===== src/fmrq_pkg.sv =====
`timescale 1ns / 1ps
// ----------------------------------------------------------------------------
// fmrq_pkg
// Shared codes, request record and header byte layout of the message ring.
// ----------------------------------------------------------------------------
package fmrq_pkg;

   localparam logic [1:0] OP_PUSH_START = 2'd0;
   localparam logic [1:0] OP_PUSH_BYTE  = 2'd1;
   localparam logic [1:0] OP_POP_START  = 2'd2;
   localparam logic [1:0] OP_POP_BYTE   = 2'd3;

   localparam logic [2:0] ST_OK        = 3'd0;
   localparam logic [2:0] ST_FULL      = 3'd1;
   localparam logic [2:0] ST_EMPTY     = 3'd2;
   localparam logic [2:0] ST_TOO_SMALL = 3'd3;
   localparam logic [2:0] ST_OOS       = 3'd4;

   // header offsets fit in six bits (header is at most 64 bytes)
   localparam int HDR_IDX_W = 6;

   typedef struct packed {
      logic [1:0]  op;
      logic [11:0] msg_length;
      logic [63:0] info_word;
      logic [31:0] stamp;
      logic [7:0]  data_byte;
      logic [11:0] max_len;
      logic        no_limit;
   } cmd_type;

   // header: 4 zero bytes, length, stamp, info (all little endian), then zeros
   function automatic logic [7:0] hdr_byte(input logic [HDR_IDX_W-1:0] k,
                                           input logic [11:0] len,
                                           input logic [31:0] stamp,
                                           input logic [63:0] info);
      logic [31:0]          l32;
      logic [HDR_IDX_W-1:0] ik;
      logic [7:0]           b;
      l32 = {20'd0, len};
      ik  = k - HDR_IDX_W'(12);
      b   = 8'd0;
      if (k >= HDR_IDX_W'(4) && k < HDR_IDX_W'(8)) begin
         b = 8'(l32 >> {k[1:0], 3'b000});
      end else if (k >= HDR_IDX_W'(8) && k < HDR_IDX_W'(12)) begin
         b = 8'(stamp >> {k[1:0], 3'b000});
      end else if (k >= HDR_IDX_W'(12) && k < HDR_IDX_W'(20)) begin
         b = 8'(info >> {ik[2:0], 3'b000});
      end
      return b;
   endfunction

endpackage


===== src/fmrq_front.sv =====
`timescale 1ns / 1ps
// ----------------------------------------------------------------------------
// fmrq_front
// Request intake: decodes each request into a command and queues two deep.
// ----------------------------------------------------------------------------
module fmrq_front import fmrq_pkg::*; (
   input  logic        clock,
   input  logic        reset,
   input  logic        req_valid,
   output logic        req_stall,
   input  logic [1:0]  req_op,
   input  logic [11:0] req_msg_length,
   input  logic [63:0] req_info_word,
   input  logic [31:0] req_stamp,
   input  logic [7:0]  req_data_byte,
   input  logic [11:0] req_max_len,
   input  logic        req_no_limit,
   output cmd_type     cmd,
   output logic        cmd_valid,
   input  logic        cmd_take,
   output logic        empty
);

   cmd_type     ent_ff [2];
   logic        wr_ff, wr_in;
   logic        rd_ff, rd_in;
   logic [1:0]  cnt_ff, cnt_in;
   cmd_type     new_cmd;
   logic        push;

   always_comb begin
      new_cmd            = '0;
      new_cmd.op         = req_op;
      case (req_op)
         OP_PUSH_START: begin
            new_cmd.msg_length = req_msg_length;
            new_cmd.info_word  = req_info_word;
            new_cmd.stamp      = req_stamp;
         end
         OP_PUSH_BYTE: begin
            new_cmd.data_byte = req_data_byte;
         end
         OP_POP_START: begin
            new_cmd.max_len  = req_max_len;
            new_cmd.no_limit = req_no_limit;
         end
         default: begin
         end
      endcase
   end

   assign req_stall = (cnt_ff == 2'd2);
   assign push      = req_valid && !req_stall;
   assign cmd       = ent_ff[rd_ff];
   assign cmd_valid = (cnt_ff != 2'd0);
   assign empty     = (cnt_ff == 2'd0);

   always_comb begin
      wr_in  = push ? !wr_ff : wr_ff;
      rd_in  = cmd_take ? !rd_ff : rd_ff;
      cnt_in = cnt_ff + 2'(push) - 2'(cmd_take);
   end

   always_ff @(posedge clock) begin
      if (reset) begin
         wr_ff  <= 1'b0;
         rd_ff  <= 1'b0;
         cnt_ff <= 2'd0;
      end else begin
         wr_ff  <= wr_in;
         rd_ff  <= rd_in;
         cnt_ff <= cnt_in;
      end
      if (push) begin
         ent_ff[wr_ff] <= new_cmd;
      end
   end

endmodule


===== config.mk =====
export PLATFORM = sky130hd
export DESIGN_NAME = fmrq_front
export DESIGN_NICKNAME = d
export VERILOG_FILES = /design/src/fmrq_pkg.sv /design/src/fmrq_front.sv
export SDC_FILE = /design/constraint.sdc
export NUM_CORES = 1
export LEC_CHECK = 0
export BUFFER_PORTS_ARGS = -buffer_cell sky130_fd_sc_hd__buf_2
export CAP_MARGIN = 30
export CORE_MARGIN = 2
export CORE_UTILIZATION = 40
export CTS_BUF_LIST = sky130_fd_sc_hd__clkbuf_16
export DETAILED_ROUTE_END_ITERATION = 10
export MAX_ROUTING_LAYER = met4
export SKIP_LAST_GASP = 1
export SLEW_MARGIN = 5
export SYNTH_ARGS = -nofsm -noshare
export SYNTH_HDL_FRONTEND = slang
export SYNTH_SLANG_ARGS = --single-unit

===== constraint.sdc =====
create_clock -name clock -period 4.8 [get_ports clock]
set_input_delay 0 -clock clock [delete_from_list [all_inputs] [get_ports clock]]
set_output_delay 0 -clock clock [all_outputs]
set_load 0.005 [all_outputs]

==> flow_summary.rst, run 1 <==
.. list-table::
   :header-rows: 1

   * - Metric
     - Value
   * - Worst slack at placement
     - 2.34 ns
   * - Worst Slack Setup Final
     - 2.38 ns
   * - Sequential area share after synthesis
     - 0.727
   * - WP data required
     - 4.98 ns
   * - FP Rows
     - 60
   * - Horizontal die dimension
     - 169 um
   * - Iteration-0 DRC Markers
     - 289
   * - Worst supply voltage drop on vdd
     - 0.302 mV
   * - Pwr/cell area
     - 383 mW/mm^2
   * - Critical path capture point type
     - flip-flop
   * - Fraction of layout instances using a drive strength above 1
     - 0.452
   * - Average routed wire per standard cell
     - 16.4 um
   * - Pleak
     - 0.00598 uW
   * - Maximum buffer depth of the clock tree
     - 3
   * - Post-synthesis average cell area
     - 18.9 um^2
   * - Most used flip-flop cell after synthesis
     - edfxtp_1
   * - Max cap viols
     - 0
   * - Maximum number of pins on one net before global-route repair
     - 90
   * - Number of pins exceeding their max-slew limit in the final report
     - 0
   * - Via count of the first global-routing pass
     - 6333
   * - Synth Warn #
     - 0
   * - Number of antenna violations at the first check in global routing
     - 0
   * - Overflow left after global routing
     - 0
   * - I/O Pins
     - 269
   * - Number of DRC violations after detailed routing
     - 0
   * - Crit Path Max Fanout
     - 89
   * - Drt via density
     - 4.63
   * - Post-synthesis cell area
     - 0.0110 mm^2
   * - Root cell of the clock tree
     - clkbuf_16
   * - H-tree depth
     - 1
   * - Total routing resource utilization after global routing
     - 0.151
   * - Post-synth cell types
     - 27
   * - Max transition margin
     - 0.363
   * - Placer Congestion
     - 0.720
   * - Count of buffers added by post-CTS timing repair for setup
     - 0
   * - Total negative setup slack
     - 0 ns
   * - Cell with the largest stage delay on the worst path
     - inv_6
   * - Die height
     - 169 um
   * - Highest attainable clock frequency
     - 414 MHz
   * - Count of flip-flops with a built-in enable after synthesis
     - 262
   * - Slowest Stage Delay on Critical Path
     - 0.64 ns
   * - Clk Latency, worst-skew pair
     - 0.53 ns
   * - Layout area overhead
     - 34.9%
   * - Routed wire length
     - 22100 um
   * - Final Critical Period
     - 2.42 ns
   * - Setup repair after global routing missed its margin
     - no
   * - Total number of nets in the final design
     - 1129
   * - Final setup violation count
     - 0
   * - Area enclosed by the die boundary
     - 0.0287 mm^2
   * - Number of cells in the design after placement
     - 1168
   * - Post-route total power
     - 5660 uW
   * - Class of the tightest hold or removal check
     - in2reg
   * - Async set-reset flop share out of synthesis
     - 0
   * - Number of input and output port buffers inserted
     - 268
   * - Routed Antenna Nets
     - 0
   * - Result of the run
     - complete, no violations
   * - Number of antenna cells inserted
     - 0
   * - Post-Route Hold Slack
     - 0.248 ns
   * - Final worst path period share
     - 0.504
   * - Chain of cells forming the critical path
     - nand2b_1 -> inv_1 -> or3_1 -> inv_6 -> buf_4
   * - Flip-flop and latch count after synthesis
     - 267
   * - Total CTS buffers
     - 28
   * - HPWL after detailed placement
     - 13100 um
   * - Worst EP arrival
     - 2.60 ns
   * - Area inside the core boundary
     - 0.0270 mm^2
   * - Worst Setup Path Type
     - reg2reg
   * - Non-filler cells, final
     - 1350
   * - Number of standard cells after synthesis
     - 579
   * - Final hold vios
     - 0
   * - Setup Skew
     - 0.0208 ns
   * - # fillers
     - 2135
   * - Wire length of the first global-routing pass
     - 32700 um
   * - Clock Sink Count
     - 267
   * - Number of iterations in the first detailed-routing pass
     - 4
   * - Slew @ Worst Pin
     - 0.955 ns
   * - Clock tree from TritonCTS
     - done
   * - Startpoint Class
     - flip-flop
   * - Net count after synthesis
     - 716
   * - Initial cell density of the core
     - 0.406
   * - Clock-pin slew on the worst setup and hold paths
     - 0.06 ns
   * - Number of vias after detailed routing
     - 6255
[cells in the final DEF (no fill, tap or decap), types with 4 or more instances in the layout]
cell type        n
mux2_2          41
edfxtp_1       262
dfxtp_1          4
dlygate4sd3_1  135
clkinv_1         7
clkbuf_16       29
mux2_4          90
inv_1           12
buf_2          268
buf_4            4
and2_1         117
and2_2          13
[area by class of cell]
| type | instances | area (um^2) | area share |
|---|---|---|---|
| Inverter | 5 | 23.8 | 0.00161 |
| Timing Repair Buffer | 410 | 2780 | 0.188 |
| Clock buffer | 29 | 726 | 0.0491 |
| Tap cell | 341 | 427 | 0.0289 |
| Clock inverter | 18 | 73.8 | 0.00499 |
| Sequential cell | 267 | 7970 | 0.539 |
| Multi-Input combinational cell | 280 | 2780 | 0.188 |
[power breakdown]
group          switching, uW  internal (uW)
Clock                    807           1070
Combinational            402            493
Sequential              63.1           2820
[Yosys cell counts, types with 2 or more instances]
| master | number | area, um^2 |
|---|---|---|
| nor2b_1 | 2 | 12.5 |
| buf_2 | 4 | 20.0 |
| clkbuf_2 | 3 | 15.0 |
| ha_1 | 2 | 25.0 |
| clkbuf_1 | 9 | 33.8 |
| and2_1 | 117 | 732 |
| and2_2 | 13 | 97.6 |
| buf_6 | 10 | 113 |
| dfxtp_1 | 5 | 100 |
| inv_1 | 5 | 18.8 |
| nor2_1 | 3 | 11.3 |
| edfxtp_1 | 262 | 7870 |
| mux2_2 | 41 | 462 |
| mux2_4 | 90 | 1350 |
[stage by stage]
step           cell area [um^2]   util
6_report                  14800  0.548
5_1_grt                   14800  0.548
2_1_floorplan             11000      -
3_3_place_gp              12600  0.468
4_1_cts                   14800  0.548
3_5_place_dp              12600  0.469
[metal layers]
| layer | wire (um) | GRT usage | up-vias | share of wire |
|---|---|---|---|---|
| li1 | - | - | 2976 | - |
| met5 | 0 | - | - | 0 |
| met4 | 486 | 0.0405 | 0 | 0.022 |
| met2 | 10500 | 0.246 | 239 | 0.48 |
| met3 | 1260 | 0.0310 | 37 | 0.057 |
| met1 | 9830 | 0.193 | 3003 | 0.44 |
[registers in the layout, indices dropped and copies added, names as in the netlist, named ones only]
signal and flops:
cnt_ff 2, ent_ff 262, wr_ff 1, rd_ff 1
[worst max-delay path: cells and delay by family, from the launching register on]
kind,cells,cell delay (ns)
flip-flops,1,0.34
buffers and inverters,3,1.16
AND/OR/NAND/NOR,2,0.54
[kinds of logic (layout without fill, tap and decap cells)]
| kind of cell | count (synthesis) | after routing | synth area share |
|---|---|---|---|
| mux | 131 | 131 | 0.166 |
| compound gates | 2 | 2 | 0.000913 |
| flops | 267 | 267 | 0.727 |
| simple gates | 143 | 143 | 0.0827 |
| xor+xnor | 2 | 2 | 0.00160 |
| buf+inv | 32 | 462 | 0.0196 |
| fa+ha+maj | 2 | 2 | 0.00228 |
[what timing repair did]
action	CTS	global route
hold endpoints to repair	267	0
gates resized for setup	0	0
endpoints found under the setup margin	0	0
hold buffers	135	0
[path summary, 6_finish.rpt]
check	from	end	slack, ns	cells past startpoint
worst max-delay path	cnt_ff[0]	ent_ff[0][124]	2.38	5
worst min-delay path	reset	wr_ff	0.25	3
worst max register to register	cnt_ff[0]	ent_ff[0][124]	2.38	5
worst min register to register	wr_ff	wr_ff	0.49	2
Power figures use the tool's default switching activity.
==> inputs of run 2 (changes only) <==
==> constraint.sdc (replaced) <==
create_clock -name clock -period 2.5 [get_ports clock]
set_input_delay 0 -clock clock [delete_from_list [all_inputs] [get_ports clock]]
set_output_delay 0 -clock clock [all_outputs]
set_load 0.005 [all_outputs]
==> run 2 against run 1 <==
Compared with the run above:
- count of clock-buffer cells in the layout grew 2
- power grew 99%
- routed wire length grew 0.60%
- via count grew 0.14%
- global-route usage grew 0.53 points
- largest power group unchanged
- highest routed layer unchanged
==> flow_summary.rst, run 2 (synthesis gave the netlist of run 1 again) <==
.. list-table::
   :header-rows: 1

   * - Metric
     - Value
   * - Result of the run
     - complete, no violations (unchanged)
   * - Layout area overhead
     - 36.5% (was 34.9%)
   * - Number of antenna cells inserted
     - 0 (unchanged)
   * - CTS-repair resized insts
     - 0 (unchanged)
   * - Number of antenna violations at the first check in global routing
     - 0 (unchanged)
   * - Final Critical Period
     - 2.09 ns
   * - Post-route total power
     - 11200 uW (was 5660 uW)
   * - Max FFs per register
     - 262 (unchanged)
   * - Count of buffers added by post-CTS timing repair for setup
     - 0 (unchanged)
   * - Total CTS buffers
     - 30 (was 28)
   * - Crit Path Max Fanout
     - 61 (was 89)
   * - Critical path capture point type
     - primary output (was flip-flop)
   * - Total number of nets in the final design
     - 1133 (was 1129)
   * - Max cap viols
     - 0 (unchanged)
   * - Routed Antenna Nets
     - 0 (unchanged)
   * - Number of input and output port buffers inserted
     - 268 (unchanged)
   * - Cell area after placement
     - 0.0127 mm^2 (was 0.0126 mm^2)
   * - Number of pins exceeding their max-slew limit in the final report
     - 0 (unchanged)
   * - Critical register-to-register path startpoint
     - cnt_ff[0] (unchanged)
   * - WP data required
     - 2.50 ns (was 4.98 ns)
   * - Pwr/cell area
     - 753 mW/mm^2 (was 383 mW/mm^2)
   * - Pleak
     - 0.00606 uW (was 0.00598 uW)
   * - Share of power burned in the clock network
     - 0.352 (was 0.332)
   * - Worst EP arrival
     - 2.09 ns (was 2.60 ns)
   * - H-tree depth
     - 1 (unchanged)
   * - Hold Buf Count CTS
     - 135 (unchanged)
   * - Clock Sink Count
     - 267 (unchanged)
   * - Average routed wire per standard cell
     - 16.4 um (about the same)
   * - Placer Congestion
     - 0.685 (was 0.720)
   * - Most flop-heavy register
     - ent_ff (unchanged)
   * - Reported net switching power
     - 2540 uW (was 1270 uW)
   * - HPWL after detailed placement
     - 13200 um (was 13100 um)
   * - Post-Route Hold Slack
     - 0.255 ns (was 0.248 ns)
   * - Routed wire length
     - 22200 um (was 22100 um)
   * - I/O Pins
     - 269 (unchanged)
   * - Hold Startpoint
     - reset (unchanged)
   * - Slew @ Worst Pin
     - 0.688 ns (was 0.955 ns)
   * - Setup repair after global routing missed its margin
     - no (unchanged)
   * - Final Instance Area
     - 0.0149 mm^2 (was 0.0148 mm^2)
   * - Setup Skew
     - 0.0117 ns (was 0.0208 ns)
   * - Wire length of the first global-routing pass
     - 34300 um (was 32700 um)
   * - Clock-pin slew on the worst setup and hold paths
     - 0.06 ns (about the same)
   * - Capture endpoint of the worst hold path
     - cnt_ff[0] (was wr_ff)
   * - Number of vias after detailed routing
     - 6264 (was 6255)
   * - Fraction of layout instances using a drive strength above 1
     - 0.459 (was 0.452)
   * - Final hold vios
     - 0 (unchanged)
   * - Number of DRC violations after detailed routing
     - 0 (unchanged)
   * - Horizontal die dimension
     - 169 um (unchanged)
   * - Worst Setup Path Type
     - reg2out (was reg2reg)
   * - Area enclosed by the die boundary
     - 0.0287 mm^2 (unchanged)
   * - Registers with the most flip-flops
     - ent_ff: 262 flops, cnt_ff: 2 flops (unchanged)
   * - Iteration-0 DRC Markers
     - 296 (was 289)
   * - Cell count of the worst reg-to-reg path
     - 5 (unchanged)
   * - Final setup violation count
     - 0 (unchanged)
   * - Number of iterations in the first detailed-routing pass
     - 4 (unchanged)
   * - Clock tree from TritonCTS
     - done (unchanged)
   * - Startpoint Class
     - flip-flop (unchanged)
   * - Drt via density
     - 4.61 (was 4.63)
   * - # fillers
     - 2134 (was 2135)
   * - Final worst path period share
     - 0.838
   * - Commonest cells after routing, fill and taps aside
     - buf_2 (268), edfxtp_1 (262), dlygate4sd3_1 (135) (unchanged)
   * - Root cell of the clock tree
     - clkbuf_16 (unchanged)
   * - Part of the total power dissipated in combinational logic
     - 0.156 (was 0.158)
   * - Reg-to-reg setup timing slack
     - 0.68 ns (was 2.38 ns)
   * - Highest attainable clock frequency
     - 477 MHz
   * - Worst hold path cell count
     - 3 (unchanged)
   * - Die height
     - 169 um (unchanged)
   * - Initial cell density of the core
     - 0.406 (unchanged)
   * - Via count of the first global-routing pass
     - 6715 (was 6333)
   * - Reg2reg end
     - ent_ff[0][69] (was ent_ff[0][124])
   * - Maximum buffer depth of the clock tree
     - 3 (unchanged)
   * - Total routing resource utilization after global routing
     - 0.156 (was 0.151)
   * - Most frequent standard cell in the layout excluding fill and tap cells
     - buf_2 (unchanged)
   * - Worst supply voltage drop on vdd
     - 0.631 mV (was 0.302 mV)
   * - Class of the tightest hold or removal check
     - in2reg (unchanged)
   * - Switching portion of total power
     - 0.226 (was 0.225)
   * - Internal
     - 8710 uW (was 4390 uW)
   * - Clk Latency, worst-skew pair
     - 0.54 ns (was 0.53 ns)
   * - Area inside the core boundary
     - 0.0270 mm^2 (unchanged)
   * - Maximum number of pins on one net before global-route repair
     - 81 (was 90)
   * - FP Rows
     - 60 (unchanged)
   * - Max transition margin
     - 0.541 (was 0.363)
   * - Flop pwr share
     - 0.492 (was 0.510)
   * - Overflow left after global routing
     - 0 (unchanged)
==> run 2: changes by cell type in the layout (fill, tap and decap cells not counted), sizes merged <==
cell	change
buf	+2
bufinv	+1
clkbuf	+2
clkinv	+3
clkinvlp	+1
inv	+1
==> run 2: critical path, stage by stage (launching register included) <==
cell	delay, ns
dfxtp_4	0.57
buf_12	0.37
mux2_2	0.39
buf_2	0.13
==> run 2: stage by stage <==
step	setup TNS, ns	worst slack, ns	util	std cells
final	0	0.405	0.555	1360
after global routing	0	0.309	0.555	1360
after CTS	0	0.360	0.555	1360
after detailed placement	0	0.702	0.471	1170
after global placement	0	0.725	0.471	1170
after floorplan	-62.05	-0.433	-	579
==> run 2: area by class of cell <==
cell class | count | area, um^2 | area share
multi-input cells | 280 | 2790 | 0.187
flip-flops and latches | 267 | 7970 | 0.533
clock buffers | 31 | 776 | 0.0519
repair buffers | 412 | 2840 | 0.190
well taps | 341 | 427 | 0.0285
inverters | 5 | 22.5 | 0.00151
clock inverters | 24 | 128 | 0.00854
==> run 2: worst max path at each step <==
stage                     startpoint       endpoint  slack [ns]  cells after the start
after global placement     cnt_ff[0]  ent_ff[0][74]        0.73                      5
after global routing       flip-flop       cmd[130]        0.31                      3
final                      flip-flop         cmd[3]        0.41                      3
after CTS                  flip-flop        cmd[25]        0.36                      3
after detailed placement   cnt_ff[0]  ent_ff[0][74]        0.70                      5
after floorplan            cnt_ff[0]   ent_ff[0][0]       -0.43                      4
==> run 2: metal layers <==
layer  track usage  up-vias  share of wire
met3        0.0424       31          0.075
met5             -        -              0
li1              -     2995              -
met4        0.0357        0          0.022
met2         0.267      217           0.49
met1         0.184     3021           0.41
==> run 2: power groups by stage <==
stage	Combinational [uW]	Sequential, uW	Clock, uW
2_1_floorplan	967	5610	0
3_3_place_gp	1620	5600	0
3_5_place_dp	1620	5630	0
4_1_cts	1790	5540	4070
5_1_grt	1920	5570	4260
6_report	1760	5530	3960
==> inputs of run 3 (changes only) <==
--- a/config.mk
+++ b/config.mk
@@ -12,6 +12,7 @@
 export CTS_BUF_LIST = sky130_fd_sc_hd__clkbuf_16
 export DETAILED_ROUTE_END_ITERATION = 10
 export MAX_ROUTING_LAYER = met4
+export PLACE_DENSITY = 0.65
 export SKIP_LAST_GASP = 1
 export SLEW_MARGIN = 5
 export SYNTH_ARGS = -nofsm -noshare
==> constraint.sdc (replaced) <==
create_clock -name clock -period 1.85 [get_ports clock]
set_input_delay 0 -clock clock [delete_from_list [all_inputs] [get_ports clock]]
set_output_delay 0 -clock clock [all_outputs]
set_load 0.005 [all_outputs]
==> run 3 against run 2 <==
Compared with the run above:
- combinational power increased by 45%
- clock power increased by 36%
- critical path depth unchanged
- via count decreased by 0.46%
==> flow_summary.rst, run 3 (synthesis gave the netlist of run 1 again) <==
.. list-table::
   :header-rows: 1

   * - Metric
     - Value
   * - Number of pins exceeding their max-slew limit in the final report
     - 0 (unchanged)
   * - Number of iterations in the first detailed-routing pass
     - 4 (unchanged)
   * - Via count of the first global-routing pass
     - 6578 (was 6715)
   * - Switching portion of total power
     - 0.221 (was 0.226)
   * - Slew @ Worst Pin
     - 0.423 ns (was 0.688 ns)
   * - Internal
     - 12000 uW (was 8710 uW)
   * - Horizontal die dimension
     - 169 um (unchanged)
   * - Reg2reg end
     - ent_ff[0][111] (was ent_ff[0][69])
   * - Total routing resource utilization after global routing
     - 0.158 (was 0.156)
   * - Pleak
     - 0.00615 uW (was 0.00606 uW)
   * - Number of antenna violations at the first check in global routing
     - 1 (was 0)
   * - HPWL after detailed placement
     - 13700 um (was 13200 um)
   * - Final worst path period share
     - 0.989
   * - Reported net switching power
     - 3410 uW (was 2540 uW)
   * - Highest attainable clock frequency
     - 546 MHz
   * - Cell area after placement
     - 0.0129 mm^2 (was 0.0127 mm^2)
   * - Class of the tightest hold or removal check
     - in2reg (unchanged)
   * - Critical path capture point type
     - primary output (unchanged)
   * - Final Critical Period
     - 1.83 ns
   * - Cell count of the worst reg-to-reg path
     - 6 (was 5)
   * - Die height
     - 169 um (unchanged)
   * - Maximum buffer depth of the clock tree
     - 3 (unchanged)
   * - Number of cells in the design after placement
     - 1178 (was 1170)
   * - Number of input and output port buffers inserted
     - 268 (unchanged)
   * - Maximum number of pins on one net before global-route repair
     - 70 (was 81)
   * - Setup Skew
     - 0.00917 ns (was 0.0117 ns)
   * - Initial cell density of the core
     - 0.406 (unchanged)
   * - Worst EP arrival
     - 1.83 ns (was 2.09 ns)
   * - Flop pwr share
     - 0.484 (was 0.492)
   * - Capture endpoint of the worst hold path
     - cnt_ff[0] (unchanged)
   * - Total number of nets in the final design
     - 1143 (was 1133)
   * - Clock tree from TritonCTS
     - done (unchanged)
   * - Clock Sink Count
     - 267 (unchanged)
   * - I/O Pins
     - 269 (unchanged)
   * - Most flop-heavy register
     - ent_ff (unchanged)
   * - # fillers
     - 2062 (was 2134)
   * - Pwr/cell area
     - 1010 mW/mm^2 (was 753 mW/mm^2)
   * - Result of the run
     - complete, no violations (unchanged)
   * - Share of power burned in the clock network
     - 0.350 (was 0.352)
   * - Wire length of the first global-routing pass
     - 34600 um (was 34300 um)
   * - Part of the total power dissipated in combinational logic
     - 0.166 (was 0.156)
   * - Critical register-to-register path startpoint
     - cnt_ff[0] (unchanged)
   * - Crit Path Max Fanout
     - 63 (was 61)
   * - Overflow left after global routing
     - 0 (unchanged)
   * - Final setup violation count
     - 0 (unchanged)
   * - Total negative setup slack
     - 0 ns (unchanged)
   * - H-tree depth
     - 1 (unchanged)
   * - Max transition margin
     - 0.718 (was 0.541)
   * - Startpoint Class
     - flip-flop (unchanged)
   * - Final hold vios
     - 0 (unchanged)
   * - Final Instance Area
     - 0.0152 mm^2 (was 0.0149 mm^2)
   * - Setup repair after global routing missed its margin
     - yes (was no)
   * - Area inside the core boundary
     - 0.0270 mm^2 (unchanged)
   * - Hold Startpoint
     - reset (unchanged)
   * - Worst hold path cell count
     - 3 (unchanged)
   * - Number of DRC violations after detailed routing
     - 0 (unchanged)
   * - Max cap viols
     - 0 (unchanged)
   * - Area enclosed by the die boundary
     - 0.0287 mm^2 (unchanged)
   * - Clock-pin slew on the worst setup and hold paths
     - 0.06 ns (about the same)
   * - Routed Antenna Nets
     - 0 (unchanged)
   * - Most frequent standard cell in the layout excluding fill and tap cells
     - buf_2 (unchanged)
   * - Registers with the most flip-flops
     - ent_ff: 262 flops, cnt_ff: 2 flops (unchanged)
   * - Post-layout util
     - 0.564 (was 0.555)
   * - Max FFs per register
     - 262 (unchanged)
   * - FP Rows
     - 60 (unchanged)
   * - Reg-to-reg setup timing slack
     - 0.17 ns (was 0.68 ns)
   * - Average routed wire per standard cell
     - 16.6 um (was 16.4 um)
   * - Iteration-0 DRC Markers
     - 315 (was 296)
   * - Worst supply voltage drop on vdd
     - 0.617 mV (was 0.631 mV)
   * - Post-route total power
     - 15400 uW (was 11200 uW)
   * - Clk Latency, worst-skew pair
     - 0.52 ns (was 0.54 ns)
   * - Layout area overhead
     - 38.7% (was 36.5%)
   * - Drt via density
     - 4.55 (was 4.61)
   * - Commonest cells after routing, fill and taps aside
     - buf_2 (268), edfxtp_1 (262), dlygate4sd3_1 (135) (unchanged)
   * - Worst Setup Path Type
     - reg2out (unchanged)
   * - WP data required
     - 1.85 ns (was 2.50 ns)
   * - Placer Congestion
     - 0.769 (was 0.685)
   * - Number of vias after detailed routing
     - 6235 (was 6264)
   * - Non-filler cells, final
     - 1369 (was 1360)
   * - Routed wire length
     - 22700 um (was 22200 um)
   * - Fraction of layout instances using a drive strength above 1
     - 0.468 (was 0.459)
   * - Root cell of the clock tree
     - clkbuf_16 (unchanged)
   * - Total CTS buffers
     - 28 (was 30)
[run 3: area by class of cell]
cell class                 count  area, um^2  share of cell area
inverter                       5        22.5             0.00148
clock buffer                  29         726              0.0478
timing repair buffer         424        3080               0.203
clock inverter                22         178              0.0117
antenna                        1        2.50            0.000165
tap                          341         427              0.0281
multi-input combinational    280        2790               0.184
sequential                   267        7970               0.525
[run 3: through the flow]
stage                     worst slack, ns  hold slack, ns
final                              0.0199           0.267
after global routing              -0.0314           0.282
after CTS                         0.00590           0.236
after detailed placement            0.180           0.230
after global placement              0.197           0.239
after floorplan                     -1.08          0.0691
[run 3: worst max-delay path by stage]
stage,from,depth (start not counted),slack [ns],end
floorplan,cnt_ff[0],4,-1.08,ent_ff[0][0]
global placement,cnt_ff[0],6,0.20,ent_ff[0][105]
detailed placement,cnt_ff[0],6,0.18,ent_ff[0][110]
CTS,flip-flop,4,0.006,cmd[70]
global route,flip-flop,3,-0.03,cmd[22]
finish,flip-flop,3,0.02,cmd[22]
[run 3: layer usage]
metal  up-vias  GRT usage  wire [um]
met1      2990      0.196       9830
met2       206      0.266      11100
li1       3006          -          -
met4         0     0.0394        446
met3        33     0.0345       1380
met5         -          -          0
[run 3: critical path, stage by stage (launching register included)]
cell     delay (ns)
dfxtp_4        0.38
buf_16         0.31
mux2_2         0.40
buf_2          0.13
[run 3: timing repair]
action / in CTS / in global routing
endpoints found under the setup margin: 40 / 35
gates resized for setup: 3 / 2
hold buffers: 135 / 0
setup buffers: 3 / 0
hold endpoints to repair: 267 / 0
pin swaps: 0 / 0
cloned: 1 / 0
[run 3: power by group through the flow]
| stage | clock network, uW | logic [uW] | registers, uW |
|---|---|---|---|
| floorplan | 0 | 1310 | 7590 |
| global placement | 0 | 2310 | 7550 |
| detailed placement | 0 | 2320 | 7590 |
| CTS | 5540 | 2600 | 7460 |
| global route | 5780 | 2770 | 7510 |
| finish | 5390 | 2560 | 7460 |
